## src/sv/tsh_pkg.sv

```systemverilog
package tsh_pkg;

  localparam int HASH_KINDS  = 5;
  localparam int KIND_W      = 3;
  localparam int CH_W        = 8;
  localparam int ADDR_W      = KIND_W + CH_W;
  localparam int TABLE_WORDS = HASH_KINDS * (2 ** CH_W);
  localparam int WORD_W      = 32;
  localparam int HALF_W      = WORD_W / 2;

  // generator: seed = (seed * 125 + 3) mod 0x2AAAAB
  localparam int          SEED_W   = 22;
  localparam int          PROD_W   = 29;
  localparam int          QUOT_W   = 8;
  localparam int          LCG_MUL  = 125;
  localparam int          LCG_ADD  = 3;
  localparam logic [SEED_W-1:0] SEED_INIT = 22'h100001;
  localparam logic [SEED_W-1:0] SEED_MOD  = 22'h2AAAAB;
  // 3 * SEED_MOD == 2**23 + 1, so (3 * x) >> 23 is the quotient or one above it
  localparam int          QUOT_SHIFT = 23;

  localparam logic [WORD_W-1:0] ACC_ONE_INIT = 32'h7FED7FED;
  localparam logic [WORD_W-1:0] ACC_TWO_INIT = 32'hEEEEEEEE;
  localparam logic [WORD_W-1:0] ACC_TWO_ADD  = 32'd3;
  localparam int                ACC_TWO_SHL  = 5;

  localparam logic [CH_W-1:0] CH_LOWER_A = 8'h61;
  localparam logic [CH_W-1:0] CH_LOWER_Z = 8'h7A;
  localparam logic [CH_W-1:0] CH_CASE_OFFSET = 8'h20;

  localparam int FQ_DEPTH = 4;
  localparam int FQ_PTR_W = $clog2(FQ_DEPTH);
  localparam int FQ_CNT_W = $clog2(FQ_DEPTH + 1);
  localparam int OQ_DEPTH = 4;
  localparam int OQ_PTR_W = $clog2(OQ_DEPTH);
  localparam int OQ_CNT_W = $clog2(OQ_DEPTH + 1);

  typedef enum logic [1:0] {
    GEN_STEP,
    GEN_REDUCE,
    GEN_DONE
  } tsh_gen_state_t;

  typedef struct packed {
    logic              en;
    logic [ADDR_W-1:0] addr;
    logic [WORD_W-1:0] data;
  } tsh_wr_t;

  typedef struct packed {
    logic              last;
    logic [ADDR_W-1:0] addr;
  } tsh_item_t;

endpackage

```

## src/sv/tsh_gen.sv

```systemverilog
module tsh_gen (
  input  logic             clk,
  input  logic             rst_n,
  output tsh_pkg::tsh_wr_t wr,
  output logic             ready
);

  tsh_pkg::tsh_gen_state_t state_r, state_nxt;

  logic [tsh_pkg::SEED_W-1:0] seed_r;
  logic [tsh_pkg::PROD_W-1:0] prod_r;
  logic [tsh_pkg::QUOT_W-1:0] quot_r;
  logic                       half_r;
  logic [tsh_pkg::HALF_W-1:0] hi_r;
  logic [tsh_pkg::KIND_W-1:0] col_r;
  logic [tsh_pkg::CH_W-1:0]   row_r;

  logic [tsh_pkg::PROD_W-1:0] prod_w;
  logic [tsh_pkg::PROD_W+1:0] trip_w;
  logic [tsh_pkg::PROD_W:0]   sub_w;
  logic [tsh_pkg::PROD_W:0]   fix_w;
  logic [tsh_pkg::SEED_W-1:0] rem_w;
  logic                       last_word_w;
  logic                       adv_w;

  assign prod_w = tsh_pkg::PROD_W'(seed_r) * tsh_pkg::PROD_W'(tsh_pkg::LCG_MUL)
                + tsh_pkg::PROD_W'(tsh_pkg::LCG_ADD);
  assign trip_w = {2'b00, prod_w} + {1'b0, prod_w, 1'b0};

  // estimated quotient is exact or one too large: add the modulus back once
  assign sub_w = {1'b0, prod_r}
               - ((tsh_pkg::PROD_W + 1)'(quot_r) * (tsh_pkg::PROD_W + 1)'(tsh_pkg::SEED_MOD));
  assign fix_w = sub_w + (tsh_pkg::PROD_W + 1)'(tsh_pkg::SEED_MOD);
  assign rem_w = sub_w[tsh_pkg::PROD_W] ? fix_w[tsh_pkg::SEED_W-1:0]
                                         : sub_w[tsh_pkg::SEED_W-1:0];

  assign last_word_w = (row_r == {tsh_pkg::CH_W{1'b1}})
                    && (col_r == tsh_pkg::KIND_W'(tsh_pkg::HASH_KINDS - 1));

  always_comb begin
    state_nxt = state_r;
    case (state_r)
      tsh_pkg::GEN_STEP: begin
        state_nxt = tsh_pkg::GEN_REDUCE;
      end
      tsh_pkg::GEN_REDUCE: begin
        state_nxt = (half_r && last_word_w) ? tsh_pkg::GEN_DONE : tsh_pkg::GEN_STEP;
      end
      tsh_pkg::GEN_DONE: begin
        state_nxt = tsh_pkg::GEN_DONE;
      end
      default: begin
        state_nxt = tsh_pkg::GEN_STEP;
      end
    endcase
  end

  always_comb begin
    wr.en   = 1'b0;
    wr.addr = {col_r, row_r};
    wr.data = {hi_r, rem_w[tsh_pkg::HALF_W-1:0]};
    ready   = 1'b0;
    adv_w   = 1'b0;
    case (state_r)
      tsh_pkg::GEN_STEP: begin
        adv_w = 1'b0;
      end
      tsh_pkg::GEN_REDUCE: begin
        adv_w = 1'b1;
        wr.en = half_r;
      end
      tsh_pkg::GEN_DONE: begin
        ready = 1'b1;
      end
      default: begin
        ready = 1'b0;
      end
    endcase
  end

  always_ff @(posedge clk) begin
    if (!rst_n) begin
      state_r <= tsh_pkg::GEN_STEP;
      seed_r  <= tsh_pkg::SEED_INIT;
      half_r  <= 1'b0;
      col_r   <= '0;
      row_r   <= '0;
    end else begin
      state_r <= state_nxt;
      if (adv_w) begin
        seed_r <= rem_w;
        half_r <= ~half_r;
        // fill order walks the kinds first, then the byte codes
        if (half_r) begin
          if (col_r == tsh_pkg::KIND_W'(tsh_pkg::HASH_KINDS - 1)) begin
            col_r <= '0;
            row_r <= row_r + 1'b1;
          end else begin
            col_r <= col_r + 1'b1;
          end
        end
      end
    end
  end

  always_ff @(posedge clk) begin
    if (state_r == tsh_pkg::GEN_STEP) begin
      prod_r <= prod_w;
      quot_r <= trip_w[tsh_pkg::QUOT_SHIFT +: tsh_pkg::QUOT_W];
    end
    if (adv_w && !half_r) begin
      hi_r <= rem_w[tsh_pkg::HALF_W-1:0];
    end
  end

  a_seed_in_range: assert property (@(posedge clk) disable iff (!rst_n)
    seed_r < tsh_pkg::SEED_MOD)
    else $error("generator seed not reduced");

  a_no_write_when_ready: assert property (@(posedge clk) disable iff (!rst_n)
    ready |-> !wr.en)
    else $error("table write after fill complete");

endmodule

```

## config.mk

```make
export PLATFORM = sky130hd
export DESIGN_NAME = tsh_gen
export DESIGN_NICKNAME = d
export VERILOG_FILES = /design/src/sv/tsh_pkg.sv /design/src/sv/tsh_gen.sv
export SDC_FILE = /design/constraint.sdc
export NUM_CORES = 1
export LEC_CHECK = 0
export BUFFER_PORTS_ARGS = -buffer_cell sky130_fd_sc_hd__buf_2
export CAP_MARGIN = 30
export CORE_UTILIZATION = 35
export DETAILED_ROUTE_END_ITERATION = 12
export GPL_TIMING_DRIVEN = 1
export PLACE_DENSITY_LB_ADDON = 0.2
export SKIP_CTS_REPAIR_TIMING = 1
export SLEW_MARGIN = 20
export SYNTH_ARGS = -nofsm -noshare
export SYNTH_HDL_FRONTEND = slang
export SYNTH_SLANG_ARGS = --single-unit
```

## constraint.sdc

```tcl
create_clock -name clk -period 7.4 [get_ports clk]
set_clock_uncertainty 0.1 [all_clocks]
set_input_delay 0.37 -clock clk [delete_from_list [all_inputs] [get_ports clk]]
set_output_delay 0.37 -clock clk [all_outputs]
set_load 0.005 [all_outputs]
```

Yosys cells after proc, flatten, opt, wreduce, memory -nomap -nowiden
Index checks and enable logic that the tools add are counted.
Widths: inputs -> output; s select.
{"block": "word_totals", "reg_bits": 89, "elab_cells": 35, "output_inout_bits": 45, "inputBits": 2}
{"block": "op_classes", "n_bitwise": 1, "n_eq_ne": 4, "n_addsub": 6, "reduce_logical": 7, "mux": 7, "n_mul": 2}
{"cell": "$add 29x30->31", "n": 1}
{"cell": "$mul 8x22->30 const B", "n": 1}
{"cell": "$sub 29x30->30", "n": 1}
{"cell": "$add 29x2->29 const B", "n": 1}
{"cell": "$mul 22x7->29 const B", "n": 1}
{"cell": "$add 22x22->22 const B", "n": 1}
{"cell": "$mux 22", "n": 1}
{"cell": "$add 8x1->8 const B", "n": 1}
{"cell": "$eq 8x8->1 const B", "n": 1}
{"cell": "$pmux 2 s3", "n": 1}
{"cell": "$add 3x1->3 const B", "n": 1}
{"cell": "$eq 3x3->1 const B", "n": 1}
{"cell": "$logic_and 1x1->1", "n": 3}
{"cell": "$mux 1", "n": 3}
{"cell": "$mux 3", "n": 1}
{"cell": "$reduce_and 3->1", "n": 1}
{"cell": "$eq 2x1->1 const B", "n": 1}
{"cell": "$eq 2x2->1 const B", "n": 1}
{"cell": "$logic_not 2->1", "n": 1}
{"cell": "$mux 2", "n": 1}
{"cell": "$reduce_and 2->1", "n": 1}
{"cell": "$logic_not 1->1", "n": 1}
{"cell": "$not 1->1", "n": 1}

Depth between registers and ports, before layout
{"block": "logic_depth", "word_depth": 5, "depth_mapped": 27, "depth_no_buf": 27}

Worst setup path before layout
No wires, ideal clock.
{"block": "synth_path", "path_kind": "register to register", "from": "register seed_r[2] in the netlist's numbering", "to": "register quot_r[4] in the netlist's numbering (data pin)", "path_stages_with_launch": 27, "path_buffers": 0, "path_slack_ns": 0.681, "arrival_time_ns": 6.488, "cell_sequence": "dfxtp_1 inv_1 fa_1 fa_1 fa_1 fa_1 inv_1 ha_1 a211oi_1 o21ai_1 a21oi_2 nor2b_1 o21a_1 nor2_1 xnor2_1 ha_1 nand4_1 a2111oi_0 o21ai_0 a31oi_1 o21ai_0 a2111oi_2 and3b_1 a211o_1 o311ai_4 mux2i_1 o311a_1"}
{"block": "synth_between", "elab_chain_cells": 3}
{"item": "from (decl)", "line": "tsh_gen.sv:10", "rtl": "logic [tsh_pkg::SEED_W-1:0] seed_r;"}
{"item": "from (signal assigned)", "line": "tsh_gen.sv:84", "rtl": "seed_r <= tsh_pkg::SEED_INIT;"}
{"item": "from (signal assigned)", "line": "tsh_gen.sv:91", "rtl": "seed_r <= rem_w;"}
{"item": "$mul 22x7->29", "line": "tsh_gen.sv:26", "rtl": "assign prod_w = tsh_pkg::PROD_W'(seed_r) * tsh_pkg::PROD_W'(tsh_pkg::LCG_MUL)"}
{"item": "$add 29x2->29", "line": "tsh_gen.sv:27", "rtl": "+ tsh_pkg::PROD_W'(tsh_pkg::LCG_ADD);"}
{"item": "named net prod_w (one bit)", "line": "tsh_gen.sv:18", "rtl": "logic [tsh_pkg::PROD_W-1:0] prod_w;"}
{"item": "$add 29x30->31", "line": "tsh_gen.sv:28", "rtl": "assign trip_w = {2'b00, prod_w} + {1'b0, prod_w, 1'b0};"}
{"item": "named net trip_w (one bit)", "line": "tsh_gen.sv:19", "rtl": "logic [tsh_pkg::PROD_W+1:0] trip_w;"}
{"item": "to (signal assigned)", "line": "tsh_gen.sv:109", "rtl": "quot_r <= trip_w[tsh_pkg::QUOT_SHIFT +: tsh_pkg::QUOT_W];"}
{"item": "to (decl)", "line": "tsh_gen.sv:12", "rtl": "logic [tsh_pkg::QUOT_W-1:0] quot_r;"}
The timed path passes the listed nets, and every way through them passes these cells.
A chain may end at the register's enable or synchronous reset.

Worst setup path in the final report
{"block": "layout_path", "from": "register seed_r[2] in the netlist's numbering", "to": "register quot_r[6] in the netlist's numbering (data pin)"}
The elaborated chain is that of the path after synthesis.

==> impl_metrics.csv <==
group,metric,value,unit
detailed_routing,route.detailed.drc,0,
synthesis,synth_nets,1617,
sta,min_period_over_period,94.0,%
synthesis,synth-seq-cells,89,
global_routing,busiest_layer,"met2",
clocking,htreeDepth,3,
synthesis,async_reset_ff_share,0,%
setup_path,cp_data_required_time,7.40,ns
floorplan,ioPinCount,47,
floorplan,core,34600,um^2
detailed_routing,vias,8781,
setup_path,cp_max_fo,5,
detailed_routing,dr.pass1.iters,5,
clocking,cts_buffer_depth,2,
global_routing,met1_usage,24.4,%
finish,nNetsFinal,1657,
synthesis,synth_area,12400,um^2
sta,final.setup.tns,0,ns
clocking,cts_buffers,9,
setup_path,arrival,6.95,ns
sta,setup_viol,0,
finish,fin_area,13600,um^2
global_routing,grtUsageTotal,16.3,%
finish,antenna_cells,0,
setup_path,critPathLaunchType,"register",
detailed_routing,drt_iter0_drc,413,
synthesis,synth.distinct_cells,73,
global_routing,grt_pass1_wl,46500,um
finish,synthToLayoutAreaGrowth,9.99,%
synthesis,synth_edf_count,53,
global_routing,grt_max_degree,33,
sta,hold_viol,0,
sta,min_period,6.96,ns
placed_design,place_ws,0.112,ns
setup_path,path_class,"register to register",
placed_design,placed_cells,1773,
detailed_routing,wl_per_cell,15.7,um
detailed_routing,routed_via_density,4.89,
global_routing,use_met3,1.05,%
detailed_routing,finalWirelength,28200,um
clocking,cts_tree,"done",
run,maxCapViolations,0,
placed_design,placed_cell_area,13100,um^2
synthesis,synth_flop_cell,"edfxtp_1",
finish,final_common_cell,"inv_1",
clocking,clock-sinks,89,
finish,drive_above_1_share,11.9,%
global_routing,globalRouteMet2Util,25.5,%
synthesis,ys_seq_area_share,18.7,%
finish,num-fill-cells,3457,
sta,slew_viol_final,0,
synthesis,syn_inst,1294,
placed_design,io_buffers,46,
placed_design,hpwlAfterDp,24000,um
floorplan,start_util,35.7,%
clocking,clk_pin_slew,0.07,ns
placed_design,routabilityCongestion,0.883,
clocking,cts-root-buf,"clkbuf_16",
synthesis,ys_warn_count,0,
detailed_routing,drtAntennaViolNets,0,
sta,max_clock_freq,144,MHz
global_routing,grt_pass1_vias,8889,
sta,slew_headroom,46.8,%
floorplan,die_area,36100,um^2
sta,worst_slew_pin_slew,0.797,ns
worst_hold_path,hp-class,"primary input to register",
synthesis,syn_avg_cell_area,9.56,um^2
finish,mostFrequentLayoutCells,"inv_1, ha_1, fa_1, a21oi_1, nand2_1",
clocking,worstSkewPairLatency,0.36,ns
finish,instances_no_fill,1794,
floorplan,dieHeight,190,um
outcome,status,"finished clean",
global_routing,antenna_found_initial,0,
global_routing,overflow,0,
sta,setup_slack,0.443,ns
floorplan,fp-row-count,68,
setup_path,cp-end-kind,"register",
floorplan,die_width,190,um
cell usage after synthesis (all sizes together), types with 15 or more instances:
library cell | count | area share [%]
inv | 276 | 8.4
ha | 183 | 18
fa | 138 | 22
a21oi | 74 | 3.2
nand2 | 62 | 1.9
edfxtp | 53 | 13
xnor2 | 52 | 3.7
o21ai | 51 | 2.1
nor2 | 45 | 1.4
dfxtp | 36 | 5.8
buf | 27 | 1.6
xor2 | 24 | 1.7
a21o | 22 | 1.3
nor3 | 20 | 0.89
nand3 | 16 | 0.65
a211oi | 15 | 0.99
clkbuf | 15 | 0.46
o211a | 15 | 1.2
critical path: stages (launching register included):
cell and delay [ns]:
dfxtp_4 0.37, fa_2 0.61, fa_1 0.42, inv_1 0.08, fa_1 0.44, fa_1 0.51, inv_1 0.04, ha_1 0.34
o21a_1 0.14, o211a_1 0.24, a21oi_2 0.15, nor2b_1 0.06, o21a_1 0.17, nor2_1 0.11, xnor2_1 0.13, ha_1 0.32
nand4_1 0.13, a2111oi_2 0.33, o21ai_1 0.13, a31oi_1 0.25, o21ai_1 0.12, a2111oi_2 0.32, and3b_1 0.22, a211o_1 0.33
o311ai_4 0.37, or4_1 0.17, nand4_1 0.08
state kept, by name, summed over array words and instances (netlist names):
signal,flops
state_r,2
row_r,8
prod_r,29
hi_r,16
col_r,3
quot_r,8
seed_r,22
half_r,1
routing by layer:
layer / share of wire (%) / vias to the layer above
met5: 0 / -
met4: 1.2 / 0
met3: 1.8 / 17
met2: 45 / 101
met1: 52 / 4249
li1: - / 4414
through the flow:
step	hold slack (ns)	util (%)
6_report	0.358	39.3
5_1_grt	0.387	39.3
4_1_cts	0.374	38.8
3_5_place_dp	0.370	37.8
3_3_place_gp	0.368	37.8
2_1_floorplan	0.360	-
area by class of cell:
cell class	count	area, um^2	share of cell area [%]
tap	455	569	4.18
multi-input combinational	887	8910	65.5
clock buffer	12	289	2.12
sequential	89	2330	17.2
timing repair buffer	71	430	3.16
clock inverter	4	35.0	0.257
inverter	276	1040	7.67
worst paths after layout:
path | depth (start not counted) | slack (ns) | from | end
max | 26 | 0.44 | seed_r[2] | quot_r[6]
max reg2reg | 26 | 0.44 | seed_r[2] | quot_r[6]
min reg2reg | 2 | 0.38 | col_r[2] | col_r[2]
min | 2 | 0.36 | rst_n | seed_r[0]
kinds of logic (layout without fill, tap and decap cells):
group | Yosys count | in the layout | synth area share [%]
flops | 89 | 89 | 18.7
simple gates | 224 | 224 | 9.32
buf+inv | 318 | 363 | 10.4
xor+xnor | 76 | 76 | 5.38
compound gates | 259 | 259 | 14.8
fa+ha+maj | 321 | 321 | 40.8
mux | 7 | 7 | 0.576
Power is not shown: default switching activity piles up to over one toggle a cycle in this logic, so the estimate is an artifact.
