<file path="config.mk">
export PLATFORM = sky130hd
export DESIGN_NAME = tsh_front
export DESIGN_NICKNAME = d
export VERILOG_FILES = /design/src/sv/tsh_pkg.sv /design/src/sv/tsh_front.sv
export SDC_FILE = /design/constraint.sdc
export NUM_CORES = 1
export LEC_CHECK = 0
export ABC_AREA = 1
export CORE_MARGIN = 1
export CORE_UTILIZATION = 50
export DETAILED_ROUTE_END_ITERATION = 8
export DONT_BUFFER_PORTS = 1
export SETUP_SLACK_MARGIN = 0.05
export SYNTH_ARGS = -nofsm -noshare
export SYNTH_HDL_FRONTEND = slang
export SYNTH_SLANG_ARGS = --single-unit
</file>
<file path="constraint.sdc">
create_clock -name clk -period 2.35 [get_ports clk]
set_input_delay 0 -clock clk [delete_from_list [all_inputs] [get_ports clk]]
set_output_delay 0 -clock clk [all_outputs]
set_load 0.03 [all_outputs]
</file>
<file path="src/sv/tsh_pkg.sv">
package tsh_pkg;

  localparam int HASH_KINDS  = 5;
  localparam int KIND_W      = 3;
  localparam int CH_W        = 8;
  localparam int ADDR_W      = KIND_W + CH_W;
  localparam int TABLE_WORDS = HASH_KINDS * (2 ** CH_W);
  localparam int WORD_W      = 32;
  localparam int HALF_W      = WORD_W / 2;

  // generator: seed = (seed * 125 + 3) mod 0x2AAAAB
  localparam int          SEED_W   = 22;
  localparam int          PROD_W   = 29;
  localparam int          QUOT_W   = 8;
  localparam int          LCG_MUL  = 125;
  localparam int          LCG_ADD  = 3;
  localparam logic [SEED_W-1:0] SEED_INIT = 22'h100001;
  localparam logic [SEED_W-1:0] SEED_MOD  = 22'h2AAAAB;
  // 3 * SEED_MOD == 2**23 + 1, so (3 * x) >> 23 is the quotient or one above it
  localparam int          QUOT_SHIFT = 23;

  localparam logic [WORD_W-1:0] ACC_ONE_INIT = 32'h7FED7FED;
  localparam logic [WORD_W-1:0] ACC_TWO_INIT = 32'hEEEEEEEE;
  localparam logic [WORD_W-1:0] ACC_TWO_ADD  = 32'd3;
  localparam int                ACC_TWO_SHL  = 5;

  localparam logic [CH_W-1:0] CH_LOWER_A = 8'h61;
  localparam logic [CH_W-1:0] CH_LOWER_Z = 8'h7A;
  localparam logic [CH_W-1:0] CH_CASE_OFFSET = 8'h20;

  localparam int FQ_DEPTH = 4;
  localparam int FQ_PTR_W = $clog2(FQ_DEPTH);
  localparam int FQ_CNT_W = $clog2(FQ_DEPTH + 1);
  localparam int OQ_DEPTH = 4;
  localparam int OQ_PTR_W = $clog2(OQ_DEPTH);
  localparam int OQ_CNT_W = $clog2(OQ_DEPTH + 1);

  typedef enum logic [1:0] {
    GEN_STEP,
    GEN_REDUCE,
    GEN_DONE
  } tsh_gen_state_t;

  typedef struct packed {
    logic              en;
    logic [ADDR_W-1:0] addr;
    logic [WORD_W-1:0] data;
  } tsh_wr_t;

  typedef struct packed {
    logic              last;
    logic [ADDR_W-1:0] addr;
  } tsh_item_t;

endpackage

</file>
<file path="src/sv/tsh_front.sv">
module tsh_front (
  input  logic                       clk,
  input  logic                       rst_n,
  input  logic                       table_ready,
  input  logic                       push,
  output logic                       full,
  input  logic [tsh_pkg::CH_W-1:0]   byte_value,
  input  logic [tsh_pkg::KIND_W-1:0] hash_kind,
  input  logic                       last_byte,
  output logic                       q_valid,
  output tsh_pkg::tsh_item_t         q_item,
  input  logic                       q_pop
);

  tsh_pkg::tsh_item_t           fq_mem_r [tsh_pkg::FQ_DEPTH];
  logic [tsh_pkg::FQ_PTR_W-1:0] wr_ptr_r;
  logic [tsh_pkg::FQ_PTR_W-1:0] rd_ptr_r;
  logic [tsh_pkg::FQ_CNT_W-1:0] cnt_r;

  logic [tsh_pkg::CH_W-1:0]   ch_w;
  logic [tsh_pkg::KIND_W-1:0] kind_w;
  tsh_pkg::tsh_item_t         item_w;
  logic                       push_w;

  // fold a-z to upper case, clamp out-of-range kinds to the last section
  assign ch_w = (byte_value >= tsh_pkg::CH_LOWER_A && byte_value <= tsh_pkg::CH_LOWER_Z)
              ? byte_value - tsh_pkg::CH_CASE_OFFSET : byte_value;
  assign kind_w = (hash_kind >= tsh_pkg::KIND_W'(tsh_pkg::HASH_KINDS))
                ? tsh_pkg::KIND_W'(tsh_pkg::HASH_KINDS - 1) : hash_kind;
  assign item_w.last = last_byte;
  assign item_w.addr = {kind_w, ch_w};

  assign full    = !table_ready || (cnt_r == tsh_pkg::FQ_CNT_W'(tsh_pkg::FQ_DEPTH));
  assign push_w  = push && !full;
  assign q_valid = (cnt_r != '0);
  assign q_item  = fq_mem_r[rd_ptr_r];

  always_ff @(posedge clk) begin
    if (!rst_n) begin
      wr_ptr_r <= '0;
      rd_ptr_r <= '0;
      cnt_r    <= '0;
    end else begin
      if (push_w) begin
        wr_ptr_r <= wr_ptr_r + 1'b1;
      end
      if (q_pop) begin
        rd_ptr_r <= rd_ptr_r + 1'b1;
      end
      cnt_r <= cnt_r + tsh_pkg::FQ_CNT_W'(push_w) - tsh_pkg::FQ_CNT_W'(q_pop);
    end
  end

  always_ff @(posedge clk) begin
    if (push_w) begin
      fq_mem_r[wr_ptr_r] <= item_w;
    end
  end

  a_pop_nonempty: assert property (@(posedge clk) disable iff (!rst_n)
    q_pop |-> q_valid)
    else $error("byte queue popped while empty");

endmodule

</file>
# Word level (Yosys, flattened, before mapping)
# Memory sizes are Yosys's and may differ from the RTL's. A register that Yosys moved wholly into a read port is not among the register bits.
# Cells that the tools add are included.
# word_totals
ff_bits	7
ramBits	48
in_bits	17
out_inout_bits	14
wordCells	25
memories	1
# memory_table
name	words	width	read_ports	rd_clocked_by_memory_dff	write_ports	line_no	rtl
fq_mem_r	4	12	1	1	1	tsh_front.sv:15	tsh_pkg::tsh_item_t fq_mem_r [tsh_pkg::FQ_DEPTH];
# op_classes
n_addsub	5
order_cmp	3
n_eq_ne	1
n_mux	6
n_reduce_logical	6
# ops
cell	count
$ge A8 B7 Y1 const B	1
$le A8 B7 Y1 const B	1
$mux W8	1
$sub A8 B6 Y8 const B	1
$add A2 B1 Y2 const B	2
$mux W2	2
$add A3 B1 Y3	1
$eq A3 B3 Y1 const B	1
$ge A3 B3 Y1 const B	1
$mux W3	1
$reduce_bool A3 Y1	1
$sub A3 B1 Y3	1
$logic_and A1 B1 Y1	2
$logic_not A1 Y1	2
$mux W1	2
$logic_or A1 B1 Y1	1

# Depth between registers and ports, before layout
# Gate-level depths: netlist of the first run.
# depth
depth_word	6
ltp_mapped	12
depth_no_buf	12

# Worst setup path after synthesis of the first run
# Ideal clock, no wire load.
# synth_path
path_type	reg-to-reg
from	reg cnt_r[1] (netlist bit)
to	reg cnt_r[2] (netlist bit)
arrival_time_ps	1791
setup_slack_ps	446
stages_incl_launch_ff	13
path_buffers	0
cell_sequence	dfxtp_1 -> nor2_1 -> nand2_2 -> nand3_4 -> ha_1 -> inv_1 -> ha_1 -> inv_1 -> fa_1 -> xor2_1 -> nand2_1 -> nand2_1 -> nor2_1
# synth_via
elab_chain_cells	6
# synth_rtl
element	line_no	rtl
start, declared	tsh_front.sv:18	logic [tsh_pkg::FQ_CNT_W-1:0] cnt_r;
start signal, assigned	tsh_front.sv:50	cnt_r <= cnt_r + tsh_pkg::FQ_CNT_W'(push_w) - tsh_pkg::FQ_CNT_W'(q_pop);
$eq A3 B3 Y1	tsh_front.sv:33	assign full = !table_ready || (cnt_r == tsh_pkg::FQ_CNT_W'(tsh_pkg::FQ_DEPTH));
$logic_or A1 B1 Y1	tsh_front.sv:33	
$logic_not A1 Y1	tsh_front.sv:34	assign push_w = push && !full;
$logic_and A1 B1 Y1	tsh_front.sv:34	
$add A3 B1 Y3 (*)	tsh_front.sv:50	
$sub A3 B1 Y3 (*)	tsh_front.sv:50	
# Mark *: on every way between the ends. The rest lies on a longest branch, timed or not.
# A chain may end at the register's enable or synchronous reset.

# Worst setup path after layout of the first run
# layout_path
from	reg wr_ptr_r[0] (netlist bit)
to	reg wr_ptr_r[1] (netlist bit)
# layout_via
elab_chain_cells	1
# layout_rtl
element	line_no	rtl
start, declared	tsh_front.sv:16	logic [tsh_pkg::FQ_PTR_W-1:0] wr_ptr_r;
start signal, assigned	tsh_front.sv:45	wr_ptr_r <= wr_ptr_r + 1'b1;
$add A2 B1 Y2	tsh_front.sv:45	
# Every way passes these cells.

==> flow_summary.ini, run 1 <==
[floorplan]
initial_utilization = 0.533
die-area_sq_um = 5050
rows = 24
ioPinCount = 31
dieWidth_microns = 71.1
dieHeight_microns = 71.1
core_area_sq_um = 4470

[clock_network]
cts_buffers = 9
cts_setup_buffers = 0
cts.clk_slew.worst_paths_ps = 70
clk_root_buffer_cell = clkbuf_8
clock-sinks = 57
clk_path_buf_depth = 2
ctsHtreeMaxLevel = 3
tritoncts = built
clkLatencyLatePin_ps = 320

[logic_synthesis]
synth_compound_area_frac = 0.0902
ys_seq_area_frac = 0.680
synthSimpleGateAreaFrac = 0.122
syn_nets = 230
synth_cell_types = 23
syn_inst = 205
synth_top_family_by_area = simple AND/OR/NAND/NOR gates
synth_edf_count = 48
yosys.cell_count.top_type = edfxtp_1
syn-mean-instance-area_sq_um = 11.6
muxShareOfSynthArea = 0
synthAdderAreaFrac = 0.0451
yosys_warnings = 0
netlist_area_sq_um = 2390
synthTopCellsByCount = edfxtp_1 (48), nor2_1 (39), inv_1 (23)
yosysTopAreaCell = edfxtp_1
yosys_most_used_dff = edfxtp_1
synth_area_leaders = edfxtp_1 (60%), dfxtp_1 (7.6%), nor2_1 (6.1%)
synth_xor_xnor_area_share = 0.00367
yosysTopAreaCellShare = 0.604
synthArstFlopShare = 0
synth-seq-cells = 57

[power_and_ir_drop]
p_leak_nw = 1.12
p_per_area_nw_per_um2 = 862
pwr-share-clk = 0.350
power_w = 0.00250
irDropWorstVdd_v = 0.000453
power.switching_w = 0.000686
power_frac_seq = 0.485
p_int_w = 0.00181
switching_share = 0.275
pwr-share-comb = 0.165

[setup_path]
path_max_fanout = 4
end_kind = flip-flop
crit_type = reg -> reg
path_cells = inv_1 > ha_1 > inv_1 > nand4_1 > dlygate4sd3_1 > nand2_1 > nor2_1 > dlygate4sd3_1
worstReg2RegStart = wr_ptr_r[0]$_SDFFE_PN0P_
timing.rr.end = wr_ptr_r[1]$_SDFFE_PN0P_
arrival_ps = 2430
cp_num_buf_inv = 4
worstPathRequired_ps = 2560
reg2reg_slack_ps = 130
crit_path_top_delay_cell = dlygate4sd3_1
crit_family = buffers and inverters
cp-start-kind = flip-flop
r2r_cells = 8
slowest_delay_ps = 580

[run_status]
violations = design-rule violations
status = finished with violations

[global_route]
grt.busiest_layer = met2
track_usage = 0.212
grt_remaining_overflow = 0
grt_use_met2 = 0.343
antenna_found_initial = 0
grt_max_degree = 25
first_global_vias = 1701
met3_usage = 0.0570
grt_pass1_wl_microns = 7780
globalRouteMet1Util = 0.263

[finish]
fillCellCount = 332
final_nets = 266
final_layout_size_suffix_gt1_frac = 0.142
antenna_cells = 0
area_growth_pct = 21.4

[routing]
post_drt_wl_per_cell_microns = 15.6
viasPerCell = 5.37
vias = 1599
dr.first_iter.drc_count = 95
drc_errors = 2
dr.pass1.iters = 6
wl_microns = 4630
detail-route-antenna-nets = 0

[hold_path]
worstHoldEndpoint = fq_mem_r[0][8]$_DFFE_PP_
min_from = hash_kind[2]
min_path_type = in -> reg
hold_depth = 3

[timing]
slew_headroom = 0.523
worstMarginPinSlew_ps = 726
finClkSkew_ps = 5.49
tns_ps = 0
setup_viol = 0
rsz0062_at_grt = false
finalCritPeriodShare = 0.946
fin_crit_ps = 2220
hold_violations = 0
slew_violations = 0
max_freq_ghz = 0.450

[placed_design]
place_congestion = 0.700
hpwl_microns = 2860
io_buffers = 0

[flow_run]
cap_viol_max_count = 0
==> metal layers <==
metal / vias up / share of wire
met5: - / 0
met4: 0 / 0.0058
met3: 2 / 0.076
met2: 53 / 0.52
met1: 767 / 0.40
li1: 777 / -
==> per-stage QoR <==
stage	hold slack (ps)	util	cell area, sq um	cells	worst slack, ps
finish	17.1	0.648	2900	298	128
floorplan	93.5	-	2390	205	446
CTS	6.44	0.645	2890	298	133
global route	83.3	0.648	2900	298	59.5
detailed placement	99.1	0.560	2500	264	257
global placement	97.0	0.560	2500	264	400
==> power groups by stage <==
stage | combinational, W | sequential (W) | clock [W]
6_report | 0.000412 | 0.00121 | 0.000874
5_1_grt | 0.000456 | 0.00122 | 0.000932
4_1_cts | 0.000403 | 0.00121 | 0.000895
3_5_place_dp | 0.000368 | 0.00123 | 0
3_3_place_gp | 0.000351 | 0.00122 | 0
2_1_floorplan | 0.000290 | 0.00121 | 0
==> cell type report <==
class | count | area [sq um] | area share
inverter | 24 | 90.1 | 0.0311
clock inverter | 3 | 22.5 | 0.00777
sequential | 57 | 1620 | 0.560
multi-input combinational | 117 | 631 | 0.218
timing repair buffer | 32 | 285 | 0.0984
clock buffer | 13 | 180 | 0.0622
tap | 52 | 65.1 | 0.0225
==> worst reg2reg max path, stage by stage, from the launching register on <==
cell,delay (ps)
dfxtp_2,360
inv_1,80
ha_1,290
inv_1,60
nand4_1,90
dlygate4sd3_1,580
nand2_1,60
nor2_1,40
dlygate4sd3_1,550
==> placed cells by master (no fill, tap or decap), types with 2 or more instances in the layout <==
master          n
ha_1            7
dfxtp_1         7
o21ai_1        16
clkinvlp_4      3
clkbuf_8       11
o22ai_1        12
o21ai_0        11
buf_4          14
nand4_1         4
nor2_1         39
dfxtp_2         2
edfxtp_1       48
and2_1          2
inv_1          23
dlygate4sd3_1  18
nand2_1        19
==> worst max-delay path by stage <==
stage,from,end,slack (ps),depth (start not counted)
floorplan,cnt_r[1]$_SDFF_PN0_,cnt_r[2]$_SDFF_PN0_,450,12
global placement,cnt_r[1]$_SDFF_PN0_,cnt_r[2]$_SDFF_PN0_,400,12
detailed placement,cnt_r[1]$_SDFF_PN0_,cnt_r[2]$_SDFF_PN0_,260,12
CTS,wr_ptr_r[0]$_SDFFE_PN0P_,wr_ptr_r[1]$_SDFFE_PN0P_,130,8
global route,wr_ptr_r[0]$_SDFFE_PN0P_,wr_ptr_r[1]$_SDFFE_PN0P_,60,8
finish,wr_ptr_r[0]$_SDFFE_PN0P_,wr_ptr_r[1]$_SDFFE_PN0P_,130,8
==> sequential cells by signal, indices dropped and copies added (netlist names), named ones only <==
signal / cells
wr_ptr_r: 2
fq_mem_r: 48
cnt_r: 3
rd_ptr_r: 2
==> timing repair <==
| action | CTS | global route |
|---|---|---|
| hold endpoints to repair | 57 | 0 |
| endpoints found under the setup margin | 0 | 2 |
| hold buffers | 18 | 0 |
| resized for setup | 0 | 3 |
==> cells by family after synthesis <==
group,after synthesis
AOI/OAI and AO/OA,40
xor gates and xnor gates,1
adders and majority gates,8
buffers and inverters,31
DFF,57
and+or+nand+nor,68
Note: power is estimated with default switching activity, not from simulation.
==> inputs of run 2 (changes only) <==
--- a/config.mk
+++ b/config.mk
@@ -6,10 +6,11 @@
 export NUM_CORES = 1
 export LEC_CHECK = 0
 export ABC_AREA = 1
-export CORE_MARGIN = 1
-export CORE_UTILIZATION = 50
+export CORE_MARGIN = 2
+export CORE_UTILIZATION = 62
 export DETAILED_ROUTE_END_ITERATION = 8
 export DONT_BUFFER_PORTS = 1
+export PLACE_DENSITY = 0.78
 export SETUP_SLACK_MARGIN = 0.05
 export SYNTH_ARGS = -nofsm -noshare
 export SYNTH_HDL_FRONTEND = slang
==> constraint.sdc (replaced) <==
create_clock -name clk -period 2.55 [get_ports clk]
set_input_delay 0 -clock clk [delete_from_list [all_inputs] [get_ports clk]]
set_output_delay 0 -clock clk [all_outputs]
set_load 0.03 [all_outputs]
==> run 2 against run 1 <==
Compared with the run above: the flow now finishes without violations; combinational power down 15%; critical path depth stayed put; sequential power shrank 8%; register-to-register slack improved by 150 ps; clock-buffer cell count down 1; worst setup slack improved by 150 ps; largest cell class unchanged; largest power group unchanged.
==> flow_summary.ini, run 2 (synthesis results as in run 1) <==
[setup_path]
slowest_delay_ps = 560
crit_family = buffers and inverters
crit_type = reg -> reg
path_cells = inv_1 > ha_1 > inv_1 > nand4_1 > dlygate4sd3_1 > nand2_1 > nor2_1 > dlygate4sd3_1
cp_num_buf_inv = 4
crit_path_top_delay_cell = dlygate4sd3_1
critical_path_depth = 8
path_max_fanout = 4
worstReg2RegStart = wr_ptr_r[0]$_SDFFE_PN0P_
startpoint = wr_ptr_r[0]$_SDFFE_PN0P_
end_kind = flip-flop
cp-start-kind = flip-flop
r2r_cells = 8
arrival_ps = 2480
reg2reg_slack_ps = 280
worstPathRequired_ps = 2760

[power_and_ir_drop]
p_leak_nw = 1.08
switching_share = 0.271
p_per_area_nw_per_um2 = 797
pwr-share-clk = 0.343
power_frac_seq = 0.500
pwr-share-comb = 0.157
irDropWorstVdd_v = 0.000769
p_int_w = 0.00162
power.switching_w = 0.000604

[clock_network]
clk_path_buf_depth = 2
cts_setup_buffers = 0
cts.clk_slew.worst_paths_ps = 60
clkLatencyLatePin_ps = 320
clk_root_buffer_cell = clkbuf_8
tritoncts = built
ctsHtreeMaxLevel = 3
clock-sinks = 57
cts_buffers = 9

[finish]
design_area_sq_um = 2790
top_regs = fq_mem_r: 48 flops, cnt_r: 3 flops
final_cell_mix = edfxtp_1 (48), nor2_1 (39), inv_1 (23)
multi_input_area_sq_um = 623
ff_latch_area_sq_um = 1620
final_common_cell = edfxtp_1
area_growth_pct = 17.0
final_nets = 257
final_layout_size_suffix_gt1_frac = 0.0844
antenna_cells = 0
largest_register = fq_mem_r
fillCellCount = 231
largest_reg_flops = 48

[placed_design]
io_buffers = 0
place_congestion = 0.707
placed_cell_area_sq_um = 2430
hpwl_microns = 2750

[global_route]
grt_max_degree = 25
track_usage = 0.241
antenna_found_initial = 0
grt_pass1_wl_microns = 7360
grt_remaining_overflow = 0
first_global_vias = 1643

[hold_path]
min_path_type = in -> reg
min_from = q_pop
hold_depth = 3

[routing]
wl_microns = 4570
post_drt_wl_per_cell_microns = 16.0
detail-route-antenna-nets = 0
viasPerCell = 5.54
vias = 1579
drc_errors = 0
dr.pass1.iters = 4
dr.first_iter.drc_count = 151

[floorplan]
dieWidth_microns = 66.0
die-area_sq_um = 4360
ioPinCount = 31
initial_utilization = 0.647
core_area_sq_um = 3690
rows = 22
dieHeight_microns = 66.0

[timing]
finClkSkew_ps = 9.75
finalCritPeriodShare = 0.892
slew_violations = 0
worstMarginPinSlew_ps = 739
fin_crit_ps = 2270
hold_violations = 0
max_freq_ghz = 0.440
setup_viol = 0
rsz0062_at_grt = false
slew_headroom = 0.515
tns_ps = 0

[run_status]
status = completed

[flow_run]
cap_viol_max_count = 0
[run 2: cell types whose count changed in the layout (fill, tap and decap cells not counted), moves of 2 or more]
| cell | before | now |
|---|---|---|
| buf_4 | 14 | 5 |
| clkbuf_1 | 1 | 3 |
| clkbuf_8 | 11 | 9 |
| clkinv_2 | 0 | 2 |
| clkinvlp_4 | 3 | 0 |
| dfxtp_1 | 7 | 9 |
| dfxtp_2 | 2 | 0 |
[run 2: through the flow]
stage | instances | setup WS (ps) | power, W | utilization | hold WS, ps
6_report | 285 | 275 | 0.00223 | 0.757 | 106
5_1_grt | 285 | 171 | 0.00231 | 0.757 | 124
4_1_cts | 285 | 335 | 0.00223 | 0.757 | 101
3_5_place_dp | 251 | 458 | 0.00144 | 0.659 | 99.0
3_3_place_gp | 251 | 601 | 0.00142 | 0.659 | 96.7
2_1_floorplan | 205 | 646 | 0.00139 | - | 93.5
[run 2: power by group through the flow]
| stage | Combinational [W] | Sequential (W) | Clock (W) |
|---|---|---|---|
| floorplan | 0.000268 | 0.00112 | 0 |
| CTS | 0.000346 | 0.00111 | 0.000768 |
| global placement | 0.000292 | 0.00113 | 0 |
| finish | 0.000349 | 0.00111 | 0.000764 |
| detailed placement | 0.000310 | 0.00113 | 0 |
| global route | 0.000386 | 0.00112 | 0.000808 |
[run 2: worst reg2reg max path: stages (launching register included)]
cell           delay, ps
dfxtp_1              400
inv_1                110
ha_1                 300
inv_1                 60
nand4_1               70
dlygate4sd3_1        560
nand2_1               60
nor2_1                50
dlygate4sd3_1        550
[run 2: layer usage]
layer | global-route usage | wire length [microns] | up-vias
li1 | - | - | 760
met1 | 0.258 | 1800 | 752
met2 | 0.427 | 2370 | 57
met3 | 0.0750 | 297 | 10
met4 | 0.122 | 96 | 0
met5 | 0 | 0 | -
[run 2: worst paths after layout]
check                        endpoint
max          wr_ptr_r[1]$_SDFFE_PN0P_
min               cnt_r[1]$_SDFF_PN0_
max reg2reg  wr_ptr_r[1]$_SDFFE_PN0P_
min reg2reg                 flip-flop
[run 2: cell type report]
cell class              instances  share of cell area
flip-flops and latches         57               0.581
multi-input cells             117               0.223
repair buffers                 23              0.0780
clock buffers                  12              0.0484
inverters                      24              0.0323
well taps                      48              0.0215
clock inverters                 4              0.0157
[run 2: timing repair]
action	4_1_cts	5_1_grt
setup endpoints to repair	0	0
hold buffers	18	0
gates resized for setup	0	0
endpoints found under the hold margin	57	0
